[src/hw/rtl/pflau_pkg.sv]
// ----------------------------------------------------------------------------
// PFLAU target count parser package
// Shared types, character constants and the prefix table of the parser.
// ----------------------------------------------------------------------------
package pflau_pkg;

    localparam int unsigned PREFIX_LEN  = 7;
    localparam int unsigned PM_WIDTH    = $clog2(PREFIX_LEN);
    localparam int unsigned COUNT_WIDTH = 16;
    localparam int unsigned PROD_WIDTH  = 20;

    localparam logic [PM_WIDTH-1:0]   PREFIX_LAST = PM_WIDTH'(PREFIX_LEN - 1);
    localparam logic [PROD_WIDTH-1:0] COUNT_MAX   = PROD_WIDTH'(65535);

    localparam logic [7:0] CHAR_DOLLAR = 8'h24;
    localparam logic [7:0] CHAR_P      = 8'h50;
    localparam logic [7:0] CHAR_F      = 8'h46;
    localparam logic [7:0] CHAR_L      = 8'h4C;
    localparam logic [7:0] CHAR_A      = 8'h41;
    localparam logic [7:0] CHAR_U      = 8'h55;
    localparam logic [7:0] CHAR_COMMA  = 8'h2C;
    localparam logic [7:0] CHAR_ZERO   = 8'h30;
    localparam logic [7:0] CHAR_NINE   = 8'h39;
    localparam logic [7:0] CHAR_CR     = 8'h0D;
    localparam logic [7:0] CHAR_LF     = 8'h0A;

    typedef enum logic [3:0] {
        PH_SEARCH = 4'b0001,
        PH_FIELD  = 4'b0010,
        PH_OK     = 4'b0100,
        PH_FAIL   = 4'b1000
    } phase_t;

    typedef struct packed {
        logic [7:0] byte_value;
        logic       last_byte;
    } in_beat_t;

    typedef struct packed {
        logic                   found;
        logic [COUNT_WIDTH-1:0] traffic_count;
    } out_beat_t;

    typedef struct packed {
        phase_t                 phase;
        logic [PM_WIDTH-1:0]    prefix_matched;
        logic                   digit_seen;
        logic [COUNT_WIDTH-1:0] accumulator;
    } parse_state_t;

    localparam parse_state_t STATE_RESET = '{
        phase:          PH_SEARCH,
        prefix_matched: '0,
        digit_seen:     1'b0,
        accumulator:    '0
    };

    // Expected character at each position of the "$PFLAU," prefix.
    function automatic logic [7:0] prefix_char(input logic [PM_WIDTH-1:0] idx);
        logic [7:0] ch;
        case (idx)
            3'd0: ch = CHAR_DOLLAR;
            3'd1: ch = CHAR_P;
            3'd2: ch = CHAR_F;
            3'd3: ch = CHAR_L;
            3'd4: ch = CHAR_A;
            3'd5: ch = CHAR_U;
            3'd6: ch = CHAR_COMMA;
            default: ch = 8'h00;
        endcase
        return ch;
    endfunction

endpackage

[src/hw/rtl/pflau_step.sv]
// ----------------------------------------------------------------------------
// PFLAU parser step logic
// Combinational update of the parse state for one byte, and the result that
// the buffer would give if this byte were its last.
// ----------------------------------------------------------------------------
module pflau_step (
    input  pflau_pkg::parse_state_t state_cur,
    input  logic [7:0]              byte_value,
    output pflau_pkg::parse_state_t state_next,
    output pflau_pkg::out_beat_t    result
);
    import pflau_pkg::*;

    logic                  is_digit;
    logic                  is_delim;
    logic [PROD_WIDTH-1:0] acc_ext;
    logic [PROD_WIDTH-1:0] acc_prod;
    logic                  ok;

    assign is_digit = (byte_value >= CHAR_ZERO) && (byte_value <= CHAR_NINE);
    assign is_delim = (byte_value == CHAR_COMMA) || (byte_value == CHAR_CR) ||
                      (byte_value == CHAR_LF);

    // Times ten as two shifts; the low nibble of an ASCII digit is its value.
    assign acc_ext  = PROD_WIDTH'(state_cur.accumulator);
    assign acc_prod = (acc_ext << 3) + (acc_ext << 1) + PROD_WIDTH'(byte_value[3:0]);

    always_comb begin
        state_next = state_cur;
        case (state_cur.phase)
            PH_SEARCH: begin
                if (byte_value == prefix_char(state_cur.prefix_matched)) begin
                    if (state_cur.prefix_matched == PREFIX_LAST) begin
                        state_next.phase          = PH_FIELD;
                        state_next.prefix_matched = '0;
                        state_next.digit_seen     = 1'b0;
                        state_next.accumulator    = '0;
                    end else begin
                        state_next.prefix_matched = state_cur.prefix_matched +
                                                    PM_WIDTH'(1);
                    end
                end else if (byte_value == CHAR_DOLLAR) begin
                    state_next.prefix_matched = PM_WIDTH'(1);
                end else begin
                    state_next.prefix_matched = '0;
                end
            end
            PH_FIELD: begin
                if (is_digit) begin
                    state_next.accumulator = acc_prod[COUNT_WIDTH-1:0];
                    state_next.digit_seen  = 1'b1;
                    if (acc_prod > COUNT_MAX) begin
                        state_next.phase = PH_FAIL;
                    end
                end else if (state_cur.digit_seen && is_delim) begin
                    state_next.phase = PH_OK;
                end else begin
                    state_next.phase = PH_FAIL;
                end
            end
            default: begin
                // Outcome already known: hold until the end of the buffer.
            end
        endcase
    end

    assign ok = (state_next.phase == PH_OK) ||
                ((state_next.phase == PH_FIELD) && state_next.digit_seen);

    assign result.found         = ok;
    assign result.traffic_count = ok ? state_next.accumulator : '0;

endmodule

[src/hw/rtl/pflau_target_count_parser_top.sv]
// ----------------------------------------------------------------------------
// PFLAU target count parser
// Finds the first "$PFLAU," sentence in a byte buffer and returns its count.
// ----------------------------------------------------------------------------
// The block takes one byte per beat and sustains one beat per clock cycle
// unless a last byte is stalled. Each byte is held in an input register while
// the parse state is updated; a buffer's result is then presented through a
// result register that lets the next buffer's bytes flow in while the result
// waits to be taken. Only a buffer's last byte can stall: it waits while an
// earlier result is still untaken. Only the last byte of a buffer produces a
// result beat; the parser then restarts for the next buffer.
module pflau_target_count_parser_top (
    input  logic                  aclk,
    input  logic                  aresetn,
    input  logic                  s_valid,
    output logic                  s_ready,
    input  pflau_pkg::in_beat_t   s_data,
    output logic                  m_valid,
    input  logic                  m_ready,
    output pflau_pkg::out_beat_t  m_data
);
    import pflau_pkg::*;

    logic         in_valid_reg;
    in_beat_t     in_beat_reg;
    parse_state_t state_reg;
    parse_state_t state_next;
    out_beat_t    result_next;
    logic         m_valid_reg;
    out_beat_t    m_beat_reg;
    logic         advance;
    logic         emit;

    pflau_step u_step (
        .state_cur  (state_reg),
        .byte_value (in_beat_reg.byte_value),
        .state_next (state_next),
        .result     (result_next)
    );

    // A byte that produces no result never waits for the result register.
    assign advance = in_valid_reg &&
                     (!in_beat_reg.last_byte || !m_valid_reg || m_ready);
    assign emit    = advance && in_beat_reg.last_byte;
    assign s_ready = !in_valid_reg || advance;

    always_ff @(posedge aclk) begin
        if (!aresetn) begin
            in_valid_reg <= 1'b0;
            m_valid_reg  <= 1'b0;
            state_reg    <= STATE_RESET;
        end else begin
            if (s_ready) begin
                in_valid_reg <= s_valid;
            end
            if (advance) begin
                state_reg <= in_beat_reg.last_byte ? STATE_RESET : state_next;
            end
            if (emit) begin
                m_valid_reg <= 1'b1;
            end else if (m_ready) begin
                m_valid_reg <= 1'b0;
            end
        end
    end

    always_ff @(posedge aclk) begin
        if (s_valid && s_ready) begin
            in_beat_reg <= s_data;
        end
        if (emit) begin
            m_beat_reg <= result_next;
        end
    end

    assign m_valid = m_valid_reg;
    assign m_data  = m_beat_reg;

`ifndef NO_ASSERTIONS
    a_fail_zero_count: assert property (@(posedge aclk) disable iff (!aresetn)
        (m_valid_reg && !m_beat_reg.found) |-> (m_beat_reg.traffic_count == '0))
        else $error("result without a count carries a non-zero count");

    a_restart_after_last: assert property (@(posedge aclk) disable iff (!aresetn)
        emit |=> (state_reg.phase == PH_SEARCH && state_reg.prefix_matched == '0))
        else $error("parser did not restart after the last byte of a buffer");

    a_prefix_only_searching: assert property (@(posedge aclk) disable iff (!aresetn)
        (state_reg.prefix_matched != '0) |-> (state_reg.phase == PH_SEARCH))
        else $error("partial prefix match held outside the search phase");

    a_no_result_overwrite: assert property (@(posedge aclk) disable iff (!aresetn)
        (m_valid_reg && !m_ready) |-> !emit)
        else $error("result register overwritten while still waiting");
`endif

endmodule

[config.mk]
export PLATFORM = sky130hd
export DESIGN_NAME = pflau_target_count_parser_top
export DESIGN_NICKNAME = d
export VERILOG_FILES = /design/src/hw/rtl/pflau_pkg.sv /design/src/hw/rtl/pflau_step.sv /design/src/hw/rtl/pflau_target_count_parser_top.sv
export SDC_FILE = /design/constraint.sdc
export NUM_CORES = 1
export LEC_CHECK = 0
export BUFFER_PORTS_ARGS = -buffer_cell sky130_fd_sc_hd__buf_2
export CAP_MARGIN = 40
export CORE_AREA = 3 3 91 93
export DETAILED_ROUTE_END_ITERATION = 16
export DIE_AREA = 0 0 94 96
export PLACE_DENSITY_LB_ADDON = 0.1
export SYNTH_ARGS = -nofsm -noshare
export SYNTH_HDL_FRONTEND = slang
export SYNTH_SLANG_ARGS = --single-unit
[constraint.sdc]
create_clock -name aclk -period 4.1 [get_ports aclk]
set_clock_uncertainty 0.05 [all_clocks]
set_input_delay 0.205 -clock aclk [delete_from_list [all_inputs] [get_ports aclk]]
set_output_delay 0.205 -clock aclk [all_outputs]
set_load 0.01 [all_outputs]
# --- Yosys cells after proc, flatten, opt, wreduce, memory -nomap -nowiden ---
# Cells that the tools add are included.
totals:
  register_bits: 52
  out_inout_bits: 19
op_classes:
  add_sub_neg: 3
  order_cmp: 3
  eq_ne: 15
  mux: 19
  n_reduce_logical: 19
op_table:
  columns: ["cell", "n"]
  rows:
  - ["2-to-1 mux 17 bit", 3]
  - ["case mux 7 bit (7 select lines)", 1]
  - ["case mux 17 bit (2 select lines)", 1]
  - ["2-to-1 mux 24 bit", 1]
  - ["adder 19 x 17 -> 20 bit", 1]
  - ["adder 20 x 4 -> 20 bit", 1]
  - ["greater-than comparator 20 x 16 -> 1 bit (second input constant)", 1]
  - ["2-to-1 mux 4 bit", 5]
  - ["== test 8 x 4 -> 1 bit (second input constant)", 2]
  - ["== test 8 x 6 -> 1 bit (second input constant)", 2]
  - ["== test 3 bit (second input constant)", 3]
  - ["2-to-1 mux 3 bit", 3]
  - ["== test 4 x 2 -> 1 bit (second input constant)", 2]
  - ["== test 8 bit", 1]
  - [">= comparator 8 x 6 -> 1 bit (second input constant)", 1]
  - ["less-or-equal comparator 8 x 6 -> 1 bit (second input constant)", 1]
  - ["2-to-1 mux 8 bit", 1]
  - ["case mux 4 bit (2 select lines)", 1]
  - ["== test 3 x 2 -> 1 bit (second input constant)", 2]
  - ["logical AND 1 bit", 6]
  - ["logical OR 1 bit", 6]
  - ["== test 4 x 1 -> 1 bit (second input constant)", 1]
  - ["== test 4 x 3 -> 1 bit (second input constant)", 1]
  - ["nonzero test 2 bit", 2]
  - ["other kinds (6)", 10]

# --- Depth between registers and ports, before layout ---
depth:
  word_depth: 10
  ltp_mapped: 13
  ltp_nobuf: 11

# --- By module ---
# Synthesis repeated with hierarchy kept, for this count alone.
hier_totals:
  cells_unflattened: 381
  hier_area_um2: 3699.8
by_module_without_submodules:
  columns: ["module", "n_inst", "cells_each", "area_each_um2", "seq_area_each_um2"]
  rows:
  - ["pflau_step", 1, 285, 2052.0, 0.0]
  - ["pflau_target_count_parser_top", 1, 96, 1647.8, 1301.2]

# --- Least setup slack after synthesis ---
# OpenSTA, ideal clock, no wires.
synth_path:
  path_type: "register to register"
  from: "reg in_beat_reg[4] in the netlist's numbering"
  to: "reg m_beat_reg (netlist bit m_data[12]), data pin"
  setup_time_ps: 264
  arrival_ps: 2911
  setup_slack_ps: 875
  path_stages_with_launch: 14
  synth_period_minus_slack_ps: 3225
  cell_sequence: "edfxtp_1 > buf_2 > inv_1 > fa_1 > inv_1 > ha_1 > a211oi_1 > o211ai_1 > a31oi_2 > o221ai_1 > xnor2_1 > a41oi_2 > buf_6 > nor3_1"
synth_between:
  elab_chain_len: 10
  elab_cells_between_ends: 24
  classes_between: "add/sub (1); order compare (3); eq/ne (6); mux (8); reduce/logical (6)"
synth_lines:
  columns: ["element", "line_no", "rtl"]
  rows:
  - ["start: declaration", "pflau_target_count_parser_top.sv:25", "in_beat_t in_beat_reg;"]
  - ["start signal: assignment", "pflau_target_count_parser_top.sv:69", "in_beat_reg <= s_data;"]
  - ["parallel branches: the longest is 10 deep, another holds adder 20 x 4 -> 20 bit", null, null]
  - ["end signal: assignment", "pflau_target_count_parser_top.sv:72", "m_beat_reg <= result_next;"]
  - ["end: declaration", "pflau_target_count_parser_top.sv:30", "out_beat_t m_beat_reg;"]
# Several ways; the timed one is not identified.
# A chain may end at the register's enable or synchronous reset.

# --- Worst setup path after layout ---
layout_path:
  from: "reg in_beat_reg[4] in the netlist's numbering"
  to: "reg m_beat_reg (netlist bit m_data[0]), data pin"
# Same word-level chain as after synthesis.

==> flow_summary_export.csv <==
group,metric,value,unit
routing,vias_per_cell,5.82,
power_and_ir_drop,switching_share,23.6,%
sta,fmaxAchievable,285,MHz
sta,post-route-period-util,85.7,%
final_layout,final_area,0.00409,mm2
logic_synthesis,synth_edf_count,26,
power_and_ir_drop,p_per_area,242,mW/mm2
worst_setup_path,criticalPathCategory,"reg2reg",
floorplanning,die_width,94,um
grt,grt_overflow_total,0,
worst_setup_path,cp-startpoint,"in_beat_reg[4]",
routing,wl_per_cell,16.1,um
place,hpwl,6740,um
power_and_ir_drop,power_frac_clock,37.8,%
final_layout,register_area,0.00130,mm2
power_and_ir_drop,fin_total_pwr,0.992,mW
clocking,worst_skew_late_latency,0.32,ns
worst_setup_path,end_of_the_worst_register_to_register_path,"m_data[0]",
place,place.detailed.instances,529,
sta,slew_violations,0,
logic_synthesis,mappedNetlistArea,0.00377,mm2
clocking,cts_max_path_buffers,2,
sta,worst_pin_slew,0.829,ns
grt,grt_start_max_net_pins,21,
routing,dr_pass1_iterations,4,
worst_setup_path,slowest_stage_cell_on_the_critical_path,"fa_1",
clocking,clock-sinks,52,
power_and_ir_drop,power.net_switching,0.235,mW
floorplanning,die_h,96,um
sta,holdWs,0.00100,ns
routing,drt_iter0_markers,234,
worst_hold_path,holdCritPathClass,"in2reg",
clocking,cts-resized-gates,0,
clocking,tritoncts,"built",
worst_setup_path,cell_depth_of_the_worst_flop_to_flop_path,12,
routing,drc,0,
logic_synthesis,synthDistinctLibCells,65,
logic_synthesis,syn_inst,414,
worst_setup_path,nature_of_the_critical_path_endpoint,"flop",
clocking,clkSlewWorstSetupHoldPaths,0.11,ns
clocking,clock_tree.htree_level_count,2,
logic_synthesis,postSynthRegisterBits,52,
worst_hold_path,hold_path_sink,"in_beat_reg[8]",
worst_setup_path,crit_path_cell_trace,"inv_1 -> fa_1 -> inv_1 -> ha_1 -> a211oi_1 -> o211ai_1 -> a31oi_2 -> o221ai_1 -> xnor2_1 -> a41oi_2 -> buf_4 -> a211oi_1",
sta,layout_setup_ws,0.587,ns
worst_setup_path,worst_ep_required_time,4.18,ns
final_layout,finish.net_count,483,
sta,post_route_minimum_period,3.51,ns
power_and_ir_drop,seqPwrFrac,57.0,%
final_layout,postLayoutCoreUtil,53.8,%
grt,total_grt_usage,19.9,%
clocking,tritoncts.num_buffers,5,
place,preCtsSetupSlack,0.603,ns
logic_synthesis,avgSynthCellArea,9.10,um2
final_layout,final.fill_count,722,
worst_setup_path,critical_path.top_delay_family,"compound AO/OA/AOI/OAI gates",
sta,timing.final.setup_violations,0,
final_layout,fin_cells,539,
clocking,root_buffer,"clkbuf_8",
place,place.gp.congestion,0.919,
routing,drtAntennaViolNets,0,
power_and_ir_drop,power.ir.vdd_worst,0.166,mV
sta,finalHoldViolCount,0,
final_layout,layout-area-overhead-vs-synth,8.64,%
floorplanning,die_area,0.00902,mm2
floorplanning,start_util,49.5,%
final_layout,area_taken_by_multi_input_logic_gates,0.00229,mm2
clocking,cts_hold_repair.buffers,0,
power_and_ir_drop,cell_internal_pwr,0.758,mW
worst_setup_path,cp_slowest_stage_delay,0.60,ns
floorplanning,design.core.area,0.00761,mm2
worst_setup_path,r2r_slack,0.59,ns
logic_synthesis,syn_nets,461,
place,area_post_placement,0.00396,mm2
run,timing.max_cap.violations,0,
grt,antenna_violations_before_repair,0,
worst_setup_path,max_fanout_on_critical_path,17,
worst_setup_path,regToRegStartpoint,"in_beat_reg[4]",
worst_hold_path,hp-start,"s_data[8]",
logic_synthesis,yosysWarningCount,0,
logic_synthesis,seq_area_frac_synth,34.5,%
sta,setup_repair_after_global_routing_missed_its_margin,"false",
final_layout,n_antenna_cell,0,
worst_setup_path,critical_path_depth,12,
worst_hold_path,hold-path-cell-count,1,
floorplanning,ios,32,
clocking,post_cts_buffers,0,
routing,vias,3139,
worst_setup_path,startpoint_type,"flop",
place,buffer_ports.inserted,31,
power_and_ir_drop,total_leakage_power,1.55,nW
logic_synthesis,ys_dominant_reg_cell,"edfxtp_1",
sta,slew_headroom,44.7,%
worst_setup_path,critical_path.n_buffers_inverters,3,
final_layout,largest_reg_flops,24,
final_layout,layout_cell_share_with_drive_strength_beyond_1,15.3,%
grt,grt_pass1_vias,2812,
run_status,run_status,"completed",
worst_setup_path,cp_data_arrival_time,3.59,ns
grt,wire_length_of_the_first_global_routing_pass,14300,um
sta,setup-tns-final,0,ns
floorplanning,num_rows,32,
logic_synthesis,asr_flop_ratio_synth,0,%
power_and_ir_drop,combinationalPowerShare,5.2,%
routing,drt_wl_total,8700,um
==> worst max-delay path by stage <==
stage,endpoint
final,m_data[0]
after global routing,m_data[0]
after CTS,m_data[0]
after detailed placement,m_data[0]
after global placement,m_data[15]
after floorplan,m_data[12]
==> placed cells by master, fill, tap and decap left out, types with 3 or more instances in the layout <==
| cell | count |
|---|---|
| inv_1 | 15 |
| dfxtp_1 | 26 |
| o21ai_0 | 10 |
| nor3b_1 | 6 |
| nand3_1 | 25 |
| xnor2_1 | 6 |
| buf_4 | 4 |
| nand4_1 | 4 |
| xor2_1 | 10 |
| a21o_1 | 3 |
| nor3_1 | 10 |
| nand2b_1 | 5 |
| clkbuf_8 | 5 |
| o21ai_1 | 7 |
| buf_2 | 31 |
| o211ai_1 | 6 |
| and3_1 | 6 |
| a22oi_1 | 8 |
| nor2_1 | 26 |
| nor2b_1 | 8 |
| nor3_2 | 7 |
| a21oi_1 | 41 |
| nand2_1 | 32 |
| ha_1 | 32 |
| a31oi_1 | 8 |
| edfxtp_1 | 26 |
| a32oi_1 | 4 |
| and2_1 | 10 |
| a211oi_1 | 7 |
==> cell type report <==
| class | instances | area share, % |
|---|---|---|
| clock buffer | 5 | 1.68 |
| clock inverter | 3 | 1.13 |
| inverter | 15 | 1.38 |
| multi-input combinational | 325 | 55.9 |
| sequential | 52 | 31.8 |
| tap | 102 | 3.12 |
| timing repair buffer | 37 | 5.01 |
==> power groups by stage <==
| stage | sequential (mW) | combinational [mW] | clock, mW |
|---|---|---|---|
| global route | 0.567 | 0.0574 | 0.392 |
| global placement | 0.577 | 0.0488 | 0 |
| finish | 0.566 | 0.0512 | 0.375 |
| floorplan | 0.574 | 0.0327 | 0 |
| CTS | 0.565 | 0.0501 | 0.375 |
| detailed placement | 0.577 | 0.0498 | 0 |
==> cells by family (layout without fill, tap and decap cells) <==
| kind of cell | Yosys count | after routing | synth area share, % |
|---|---|---|---|
| AOI/OAI and AO/OA | 120 | 120 | 22.6 |
| xor gates and xnor gates | 16 | 16 | 3.72 |
| adders and majority gates | 34 | 34 | 11.7 |
| buffers and inverters | 37 | 60 | 4.75 |
| DFF | 52 | 52 | 34.5 |
| and+or+nand+nor | 155 | 155 | 22.8 |
==> Yosys cell counts (4+ instances only) <==
library cell | instances | share of area (%)
o211ai_1 | 6 | 1.2
nand3_1 | 25 | 3.3
a32oi_1 | 4 | 0.93
xnor2_1 | 6 | 1.4
a31oi_1 | 8 | 1.3
nor2b_1 | 8 | 1.3
buf_2 | 8 | 1.1
o21ai_1 | 7 | 0.93
nor2_1 | 26 | 2.6
nand2_1 | 32 | 3.2
nor3b_1 | 6 | 1.2
edfxtp_1 | 26 | 21
ha_1 | 32 | 11
a211oi_1 | 7 | 1.4
o21ai_0 | 10 | 1.3
a22oi_1 | 8 | 1.6
nand2b_1 | 5 | 0.83
xor2_1 | 10 | 2.3
nor3_1 | 10 | 1.3
and2_1 | 10 | 1.7
inv_1 | 15 | 1.5
and3_1 | 6 | 1.0
a21oi_1 | 41 | 5.4
nor3_2 | 7 | 1.9
clkbuf_1 | 8 | 0.80
nand4_1 | 4 | 0.66
dfxtp_1 | 26 | 14
==> metal layers <==
layer,vias up,global-route usage [%],part of all wire [%]
met5,-,0,0
met4,0,3.13,0.64
met3,7,3.28,5.1
met2,67,29.4,42
met1,1468,30.9,52
li1,1597,-,-
No activity file was read; power rests on OpenSTA's default activity.
